$ cat src/hw/rtl/sgm_isqrt.sv
`timescale 1ns / 1ps
module sgm_isqrt #(
	parameter int VW = 34
) (
	input  logic                  clk,
	input  logic                  arst_n,
	input  logic                  start,
	input  logic [VW-1:0]         operand,
	output logic                  done,
	output logic [(VW+1)/2-1:0]   root
);
	localparam int RB   = (VW + 1) / 2;
	localparam int PW   = 2 * RB;
	localparam int CNTW = $clog2(RB + 1);

	logic [PW-1:0]   val_q;
	logic [RB-1:0]   rem_q;
	logic [RB-1:0]   root_q;
	logic [CNTW-1:0] cnt_q;
	logic            busy_q;
	logic            done_q;
	logic [RB+1:0]   rem_sh;
	logic [RB+1:0]   trial;
	logic [RB+1:0]   rem_next;
	logic            ge;

	// two operand bits enter the partial remainder per cycle
	assign rem_sh   = {rem_q, val_q[PW-1:PW-2]};
	assign trial    = {root_q, 2'b01};
	assign ge       = rem_sh >= trial;
	assign rem_next = ge ? rem_sh - trial : rem_sh;

	always_ff @(posedge clk or negedge arst_n) begin
		if (!arst_n) begin
			busy_q <= 1'b0;
			done_q <= 1'b0;
			cnt_q  <= '0;
		end else begin
			done_q <= 1'b0;
			if (start) begin
				busy_q <= 1'b1;
				cnt_q  <= CNTW'(RB);
			end else if (busy_q) begin
				cnt_q <= cnt_q - 1'b1;
				if (cnt_q == CNTW'(1)) begin
					busy_q <= 1'b0;
					done_q <= 1'b1;
				end
			end
		end
	end

	always_ff @(posedge clk) begin
		if (start) begin
			val_q  <= PW'(operand);
			rem_q  <= '0;
			root_q <= '0;
		end else if (busy_q) begin
			val_q  <= val_q << 2;
			rem_q  <= rem_next[RB-1:0];
			root_q <= {root_q[RB-2:0], ge};
		end
	end

	assign done = done_q;
	assign root = root_q;
endmodule

$ cat config.mk
export PLATFORM = sky130hd
export DESIGN_NAME = sgm_isqrt
export DESIGN_NICKNAME = d
export VERILOG_FILES = /design/src/hw/rtl/sgm_isqrt.sv
export SDC_FILE = /design/constraint.sdc
export NUM_CORES = 1
export LEC_CHECK = 0
export BUFFER_PORTS_ARGS = -buffer_cell sky130_fd_sc_hd__buf_4
export CORE_ASPECT_RATIO = 0.5
export CORE_MARGIN = 3
export CORE_UTILIZATION = 60
export CTS_CLUSTER_DIAMETER = 50
export CTS_CLUSTER_SIZE = 20
export DETAILED_ROUTE_END_ITERATION = 12
export PLACE_DENSITY_LB_ADDON = 0.1
export SYNTH_ARGS = -nofsm -noshare
export SYNTH_HDL_FRONTEND = slang
export SYNTH_SLANG_ARGS = --single-unit
$ cat constraint.sdc
create_clock -name clk -period 4.54 [get_ports clk]
set_clock_uncertainty 0.1 [all_clocks]
set_input_delay 0.908 -clock clk [delete_from_list [all_inputs] [get_ports clk]]
set_output_delay 0.908 -clock clk [all_outputs]
set_load 0.02 [all_outputs]
## Yosys cells after proc, flatten, opt, wreduce, memory -nomap -nowiden

Index checks and enable logic that the tools add are counted.
W data, S select, Z words.

- Add/subtract/negate cells: 2
- Muxes and demuxes: 11
- Eq/ne operators: 1
- $lt $le $gt $ge: 1
- Reductions and logical operators: 1

Operators by type and width:

| cell | number |
|---|---|
| $mux W34 | 2 |
| $ge A19 B19 Y1 | 1 |
| $mux W17 | 1 |
| $sub A17 B17 Y17 | 1 |
| $mux W5 | 2 |
| $mux W1 | 6 |
| $eq A5 B1 Y1 const B | 1 |
| $sub A5 B1 Y5 const B | 1 |
| $reduce_bool A2 Y1 | 1 |

- Flip-flop bits (word level): 75
- Output and inout port bits: 18
- Word-level logic and storage cells: 22

## Longest topological paths before layout

Gate-level depths: netlist of run 1.

- Depth in word-level cells: 4
- Gate-level depth with buffers: 11
- Depth with buffers taken out: 9

## Least setup slack after synthesis of run 1

No wires, ideal clock.

- Path type: input port to flip-flop
- Start: input start
- End: register val_q[0], enable pin
- Buffers on the path: 1
- Slack: 2077 ps
- Cell stages on the path: 3
- Arrival time: 1974 ps
- Cell sequence: clkbuf_1 nor2_1 inv_1

- Cells in the longest elaborated chain, start to end: 1

RTL lines:

| element | RTL line | text |
|---|---|---|
| start, declared | 7 | `input logic start,` |
| $reduce_bool A2 Y1 (no line) | n/a |  |
| end signal, assigned | 55 | `val_q <= PW'(operand);` |
| end signal, assigned | 59 | `val_q <= val_q << 2;` |
| end, declared | 16 | `logic [PW-1:0] val_q;` |

Every way passes these cells.
A chain may end at the register's enable or synchronous reset.

## Worst setup path in the final report of run 1

- Start: register root_q[11], in the netlist root[11]
- End: register rem_q[12]

- Cells in the longest elaborated chain, start to end: 2

RTL lines:

| element | RTL line | text |
|---|---|---|
| start, declared | 18 | `logic [RB-1:0] root_q;` |
| start signal, assigned | 61 | `root_q <= {root_q[RB-2:0], ge};` |
| $ge A19 B19 Y1 | 30 | `assign ge = rem_sh >= trial;` |
| $mux W17 | 31 | `assign rem_next = ge ? rem_sh - trial : rem_sh;` |
| end signal, assigned | 60 | `rem_q <= rem_next[RB-1:0];` |
| end, declared | 17 | `logic [RB-1:0] rem_q;` |

Every way passes these cells.

==> results of run 1 <==
-- power by group --
group	internal [W]	total (W)	switching, W
registers	0.000879	0.000979	0.0000995
logic	0.000594	0.00131	0.000720
clock network	0.000387	0.000650	0.000263
-- cell type report --
cell class	count	area [sq um]	share of cell area [%]
Timing Repair Buffer	56	420	8.97
Tap cell	88	110	2.35
Clock buffer	11	243	5.18
Sequential cell	75	1880	40.0
Inverter	25	93.8	2.00
Clock inverter	5	36.3	0.774
Multi-Input combinational cell	253	1910	40.7
-- layer usage --
| metal | GRT usage (%) | up-vias |
|---|---|---|
| li1 | - | 1427 |
| met1 | 28.7 | 1368 |
| met2 | 37.2 | 95 |
| met3 | 8.25 | 11 |
| met4 | 6.21 | 0 |
| met5 | 0 | - |
-- worst paths after layout --
path	startpoint	to
worst max register to register	root[11]	rem_q[12]
worst max-delay path	root[11]	rem_q[12]
worst min register to register	rem_q[0]	rem_q[0]
worst min-delay path	arst_n	cnt_q[0]
min in group clk	rem_q[0]	rem_q[0]
max in group asynchronous	arst_n	busy_q
-- logic make-up (layout without fill, tap and decap cells) --
logic type / Yosys count / after routing
and+or+nand+nor: 90 / 90
buffers and inverters: 42 / 97
xor gates and xnor gates: 17 / 17
muxes: 58 / 58
adders and majority gates: 21 / 21
DFF: 75 / 75
AOI/OAI and AO/OA: 67 / 67
-- metrics by stage --
step / hold slack [ps] / instance area (sq um)
2_1_floorplan: 350 / 3960
3_3_place_gp: 383 / 4410
3_5_place_dp: 396 / 4410
4_1_cts: 266 / 4690
5_1_grt: 263 / 4690
6_report: 271 / 4690
-- cell usage after synthesis, drive strengths merged --
cell	instances	area, sq um
o21ai	17	85.1
o221ai	2	17.5
nor4b	2	17.5
o21a	1	7.51
nand4	4	31.3
a41oi	2	17.5
a22o	1	8.76
edfxtp	34	1020
mux2i	25	250
a31oi	3	33.8
nor3b	1	7.51
a21oi	18	90.1
o21bai	1	7.51
clkbuf	9	33.8
a21o	5	37.5
nor2b	2	12.5
buf	8	46.3
a221oi	1	15.0
or4b	1	10.0
and2	3	18.8
a2bb2oi	3	26.3
xor2	7	61.3
o311a	1	10.0
nand3	2	10.0
inv	25	93.8
o211ai	4	35.0
o311ai	1	8.76
nand3b	1	7.51
dfrtp	7	175
nand2b	8	50.1
ha	21	263
nand2	30	113
mux2	33	372
a21boi	1	7.51
xnor2	10	87.6
nor3	3	20.0
nor2	33	124
dfxtp	34	681
a211oi	6	45.0
-- registers in the layout, indices dropped and copies added, names as in the netlist --
signal	count
done	1
cnt_q	5
root	17
busy_q	1
rem_q	17
val_q	34
==> metrics.log, run 1 <==
INFO  metric run_status = finished clean
INFO  metric grt_first_pass_wirelength = 13.7 mm
INFO  metric ys_types = 47
INFO  metric row_count = 20
INFO  metric crit_slowest_cell = sky130_fd_sc_hd__a31oi_4
INFO  metric post_layout_nonfiller_instances = 513
INFO  metric worst-endpoint-required = 4680 ps
INFO  metric met3_wirelength = 563 microns
INFO  metric wl_met2 = 3.88 mm
INFO  metric net_total_in_the_final_layout = 478
INFO  metric finalPower = 0.00294 W
INFO  metric cts_resized = 0
INFO  metric cp_cell_sequence = inv_1 > ha_1 > nand4_2 > nor3_2 > o211ai_2 > a31oi_4 > nand2_1 > o221ai_1
INFO  metric io_buffer_count = 54
INFO  metric worst-path-max-fanout = 22
INFO  metric routed_via_density = 5.65
INFO  metric pwr_density = 628 nW/um^2
INFO  metric fin_ws = 1590 ps
INFO  metric root_buffer = sky130_fd_sc_hd__clkbuf_16
INFO  metric synthSimpleGateAreaFrac = 10.7%
INFO  metric vias = 2901
INFO  metric worst-endpoint-arrival = 3090 ps
INFO  metric ctsHtreeMaxLevel = 3
INFO  metric synth_area_per_cell = 10.7 sq um
INFO  metric coreArea = 6230 sq um
INFO  metric syn_inst = 370
INFO  metric setup-tns-final = 0 ps
INFO  metric die_area = 7670 sq um
INFO  metric reg2reg_slack = 1590 ps
INFO  metric antenna_violations_before_repair = 0
INFO  metric post_drt_wl_per_cell = 15.8 microns
INFO  metric setup.worst_path.start_class = flop
INFO  metric synth_mux_area_share = 15.7%
INFO  metric critical_path.n_buffers_inverters = 1
INFO  metric clock_latency = 330 ps
INFO  metric cts.path.max_buffers = 2
INFO  metric setup_viol_count_final = 0
INFO  metric gr-usage-all-layers = 22.8%
INFO  metric insertedDiodeCount = 0
INFO  metric numCtsBuffers = 9
INFO  metric reg2regPathDepth = 8
INFO  metric final.fill_count = 435
INFO  metric holdBufCountCts = 0
INFO  metric topRoutingLayerUsed = met4
INFO  metric clk_pin_slew_worst_paths = 60 ps
INFO  metric totalWireLength = 8.09 mm
INFO  metric mappedNetlistNets = 428
INFO  metric mostFrequentLayoutCell = sky130_fd_sc_hd__buf_4
INFO  metric postSynthRegisterBits = 75
INFO  metric detail_route.iter0.violations = 299
INFO  metric drt_pre_antenna_iters = 4
INFO  metric post_synth_fa_ha_maj_area_fraction = 6.64%
INFO  metric final_hold_viol_count = 0
INFO  metric worst-setup-path-type = flop to flop
INFO  metric detailedPlace.worstSlack = 1590 ps
INFO  metric die_y = 63.4 microns
INFO  metric final_antenna_net_count = 0
INFO  metric area_growth_syn_to_layout = 18.4%
INFO  metric cp_top_family = compound AO/OA/AOI/OAI gates
INFO  metric irDropWorstVdd = 0.313 mV
INFO  metric grt_remaining_overflow = 0
INFO  metric synth_top_family_by_area = multiplexers
INFO  metric placed_cells_incl_taps = 497
INFO  metric timing_worst_slew_pin_value = 791 ps
INFO  metric end_kind = flop
INFO  metric synth_warnings = 0
INFO  metric synthXorXnorAreaFrac = 3.76%
INFO  metric mostFrequentLayoutCells = 56 x sky130_fd_sc_hd__buf_4, 34 x sky130_fd_sc_hd__dfxtp_1, 34 x sky130_fd_sc_hd__edfxtp_1, 33 x sky130_fd_sc_hd__mux2_2, 33 x sky130_fd_sc_hd__nor2_1
INFO  metric synthesis.area = 3960 sq um
INFO  metric rsz_0062_raised_after_global_routing = false
INFO  metric io-pin-count = 55
INFO  metric route.layer.met1.wl = 3.56 mm
INFO  metric final-max-slew-violation-count = 0
INFO  metric worstHoldPathType = input port to asynchronous set/reset pin
INFO  metric pin_count_of_the_biggest_net_entering_global_routing = 65
INFO  metric die-width = 121 microns
INFO  metric first_global_vias = 2898
INFO  metric timing.max_slew.rel_slack = 47.3%
INFO  metric drive_gt1_share = 25.9%
INFO  metric leakagePower = 2.06 nW
INFO  metric slowest_delay = 700 ps
INFO  metric place_congestion = 0.922
INFO  metric floorplan.initialDensity = 63.5%
INFO  metric fmaxAchievable = 0.339 GHz
INFO  metric cts.sinks = 75
INFO  metric sequential_cell_area_fraction_in_the_yosys_report = 47.4%
INFO  metric drc_errors = 0
INFO  metric worst-path-stages = 8
INFO  metric share_of_the_clock_period_used_by_the_worst_path = 65.0%
INFO  metric dp.final_hpwl = 5.81 mm
INFO  metric synth-compound-area-share = 11.4%
INFO  metric cts_post_setup_buffers_inserted = 0
INFO  metric maxCapViolations = 0
INFO  metric utilization = 75.2%
INFO  metric period_needed = 2950 ps
INFO  metric tritoncts = yes
Power figures use the tool's default switching activity.
==> run 2: changes to the inputs <==
- ABC_AREA: unset -> 1
- CORE_UTILIZATION: 60 -> 53
- clock period: 4.54 -> 2.5 ns (I/O delays scaled with it)
==> run 2 against run 1 <==
Global-route usage fell by 0.93 points. Largest cell class unchanged. Combinational power grew 120%. Setup slack got worse by 1300 ps. Sequential power rose by 69%. Critical path depth is 3 higher. Clock-buffer cell count unchanged. Flip-flop and latch count did not move. First-iteration DRC count is 36% lower. Synthesized cell count rose by 52%. Cell count grew 42%. Synthesized area rose by 12%.
==> metrics.log, run 2 <==
INFO  metric setup.worst_path.start_class = flop
INFO  metric ys_types = 38
INFO  metric first_global_vias = 3385
INFO  metric reg2regPathDepth = 11
INFO  metric clock_latency = 320 ps
INFO  metric clk_pin_slew_worst_paths = 60 ps
INFO  metric setup-tns-final = 0 ps
INFO  metric worst-setup-path-type = flop to flop
INFO  metric mostFrequentLayoutCells = 220 x sky130_fd_sc_hd__nand2_1, 71 x sky130_fd_sc_hd__inv_1, 59 x sky130_fd_sc_hd__buf_4, 34 x sky130_fd_sc_hd__dfxtp_1, 34 x sky130_fd_sc_hd__edfxtp_1
INFO  metric detail_route.iter0.violations = 191
INFO  metric synthesis.area = 4430 sq um
INFO  metric final_hold_viol_count = 0
INFO  metric period_needed = 2240 ps
INFO  metric final_antenna_net_count = 0
INFO  metric post_drt_wl_per_cell = 13.6 microns
INFO  metric antenna_violations_before_repair = 0
INFO  metric floorplan.initialDensity = 57.5%
INFO  metric worst-endpoint-required = 2670 ps
INFO  metric drive_gt1_share = 21.0%
INFO  metric worstHoldPathCells = 3
INFO  metric synth_largest_type_area_fraction = 23.1%
INFO  metric io_buffer_count = 54
INFO  metric cts.sinks = 75
INFO  metric area_growth_syn_to_layout = 18.0%
INFO  metric syn_inst = 561
INFO  metric die_area = 9550 sq um
INFO  metric dominantRegCellSynth = sky130_fd_sc_hd__edfxtp_1
INFO  metric io-pin-count = 55
INFO  metric worst-endpoint-arrival = 2410 ps
INFO  metric gr-usage-all-layers = 21.9%
INFO  metric hold_ws = 334 ps
INFO  metric net_total_in_the_final_layout = 676
INFO  metric vias = 3683
INFO  metric drt_pre_antenna_iters = 4
INFO  metric fmaxAchievable = 0.447 GHz
INFO  metric totalWireLength = 9.92 mm
INFO  metric timing_worst_slew_pin_value = 403 ps
INFO  metric routed_via_density = 5.04
INFO  metric place_congestion = 0.889
INFO  metric die-width = 135 microns
INFO  metric placed_cells_incl_taps = 714
INFO  metric cts_resized = 0
INFO  metric timing.max_slew.rel_slack = 73.2%
INFO  metric numCtsBuffers = 9
INFO  metric synth_async_sr_flop_share = 9.33%
INFO  metric leakagePower = 2.68 nW
INFO  metric max_reg_flops = 34
INFO  metric drc_errors = 0
INFO  metric grt_remaining_overflow = 0
INFO  metric mappedNetlistNets = 619
INFO  metric maxCapViolations = 0
INFO  metric tritoncts = yes
INFO  metric ctsHtreeMaxLevel = 3
INFO  metric irDropWorstVdd = 0.479 mV
INFO  metric worst-path-max-fanout = 19
INFO  metric synthDominantAreaCellType = sky130_fd_sc_hd__edfxtp_1
INFO  metric sequential_cell_area_fraction_in_the_yosys_report = 42.4%
INFO  metric top_register = val_q
INFO  metric final-max-slew-violation-count = 0
INFO  metric postSynthRegisterBits = 75
INFO  metric grt_first_pass_wirelength = 16.6 mm
INFO  metric dp.final_hpwl = 7.51 mm
INFO  metric row_count = 22
INFO  metric share_of_the_clock_period_used_by_the_worst_path = 89.5%
INFO  metric synth-edff-count = 34
INFO  metric setup_viol_count_final = 0
INFO  metric yosys-top-cells-count = 220 x sky130_fd_sc_hd__nand2_1, 71 x sky130_fd_sc_hd__inv_1, 34 x sky130_fd_sc_hd__dfxtp_1, 34 x sky130_fd_sc_hd__edfxtp_1, 25 x sky130_fd_sc_hd__nand3_1
INFO  metric run_status = finished clean
INFO  metric worstHoldPathType = input port to flop
INFO  metric die_y = 70.6 microns
INFO  metric synth_warnings = 0
INFO  metric root_buffer = sky130_fd_sc_hd__clkbuf_16
INFO  metric synth_area_per_cell = 7.89 sq um
INFO  metric rsz_0062_raised_after_global_routing = false
INFO  metric pin_count_of_the_biggest_net_entering_global_routing = 41
INFO  metric insertedDiodeCount = 0
INFO  metric post_synth_main_area_contributors = sky130_fd_sc_hd__edfxtp_1 23%, sky130_fd_sc_hd__nand2_1 19%, sky130_fd_sc_hd__dfxtp_1 15%, sky130_fd_sc_hd__inv_1 6.0%, sky130_fd_sc_hd__ha_1 5.9%
INFO  metric coreArea = 7710 sq um
INFO  metric mostFrequentLayoutCell = sky130_fd_sc_hd__nand2_1
INFO  metric post_layout_nonfiller_instances = 731
INFO  metric synth.most_common_cell = sky130_fd_sc_hd__nand2_1
INFO  metric pwr_density = 1110 nW/um^2
INFO  metric end_kind = flop
INFO  metric cts.path.max_buffers = 2
==> run 2: cell count changes after synthesis, sizes merged, moves of 8 or more <==
| cell | change |
|---|---|
| nand2 | +208 |
| mux2i | -25 |
| xnor2 | -9 |
| o21ai | -13 |
| nand3 | +45 |
| nor2 | -10 |
| o22ai | +17 |
| nand2b | -8 |
| mux2 | -33 |
| inv | +53 |
==> run 2: what timing repair did <==
| action | CTS | global route |
|---|---|---|
| hold buffers | 1 | 0 |
| endpoints found under the setup margin | 0 | 0 |
| endpoints found under the hold margin | 7 | 0 |
| buffers inserted | 0 | 0 |
==> run 2: area by class of cell <==
| cell class | instances | area, sq um |
|---|---|---|
| Multi-Input combinational cell | 390 | 2120 |
| Timing Repair Buffer | 61 | 473 |
| Fill cell | 660 | 2480 |
| Clock inverter | 5 | 53.8 |
| Sequential cell | 75 | 1880 |
| Tap cell | 108 | 135 |
| Clock buffer | 11 | 233 |
| Inverter | 81 | 330 |
==> run 2: kinds of logic after synthesis <==
kind of cell,count (synthesis),synth area share (%)
AND/OR/NAND/NOR,326,35.8
buffers and inverters,96,9.64
flip-flops,75,42.4
AO/OA/AOI/OAI,36,4.86
adder cells (fa/ha/maj),21,5.93
XOR/XNOR,7,1.38
==> run 2: metal layers <==
metal / global-route usage (%) / routed length, microns
met4: 2.68 / 30
met1: 33.6 / 5010
met2: 31.7 / 4200
met5: 0 / 0
met3: 5.89 / 668
==> run 2: worst paths after layout <==
path	from	endpoint	slack (ps)
max	root[12]	rem_q[0]	260
min	operand[1]	val_q[1]	330
max reg2reg	root[12]	rem_q[0]	260
min reg2reg	rem_q[1]	rem_q[3]	400
max in group asynchronous	arst_n	cnt_q[0]	1750
min in group asynchronous	arst_n	cnt_q[2]	430
==> run 2: worst max-delay path: stages, from the launching register on <==
cell and delay [ps]:
sky130_fd_sc_hd__dfxtp_1 330, sky130_fd_sc_hd__inv_1 90, sky130_fd_sc_hd__ha_1 380, sky130_fd_sc_hd__a21oi_1 200, sky130_fd_sc_hd__nand2_1 90, sky130_fd_sc_hd__nand2_1 80
sky130_fd_sc_hd__nand2_1 80, sky130_fd_sc_hd__nor2_4 260, sky130_fd_sc_hd__nand2_8 170, sky130_fd_sc_hd__nor2_8 250, sky130_fd_sc_hd__nand2_1 80, sky130_fd_sc_hd__nand3_1 70
==> run 2: through the flow <==
step	worst slack, ps	power, W	cell area (sq um)	util (%)
2_1_floorplan	472	0.00403	4430	-
3_3_place_gp	305	0.00451	4930	64.0
3_5_place_dp	287	0.00453	4930	64.0
4_1_cts	271	0.00578	5230	67.8
5_1_grt	84.9	0.00623	5230	67.8
6_report	261	0.00578	5230	67.8
==> run 2: report_power, final <==
part           switching, W  internal, W  total (W)
Clock              0.000474     0.000768    0.00124
Combinational       0.00188      0.00101    0.00289
Sequential         0.000137      0.00151    0.00165
Total               0.00249      0.00329    0.00578
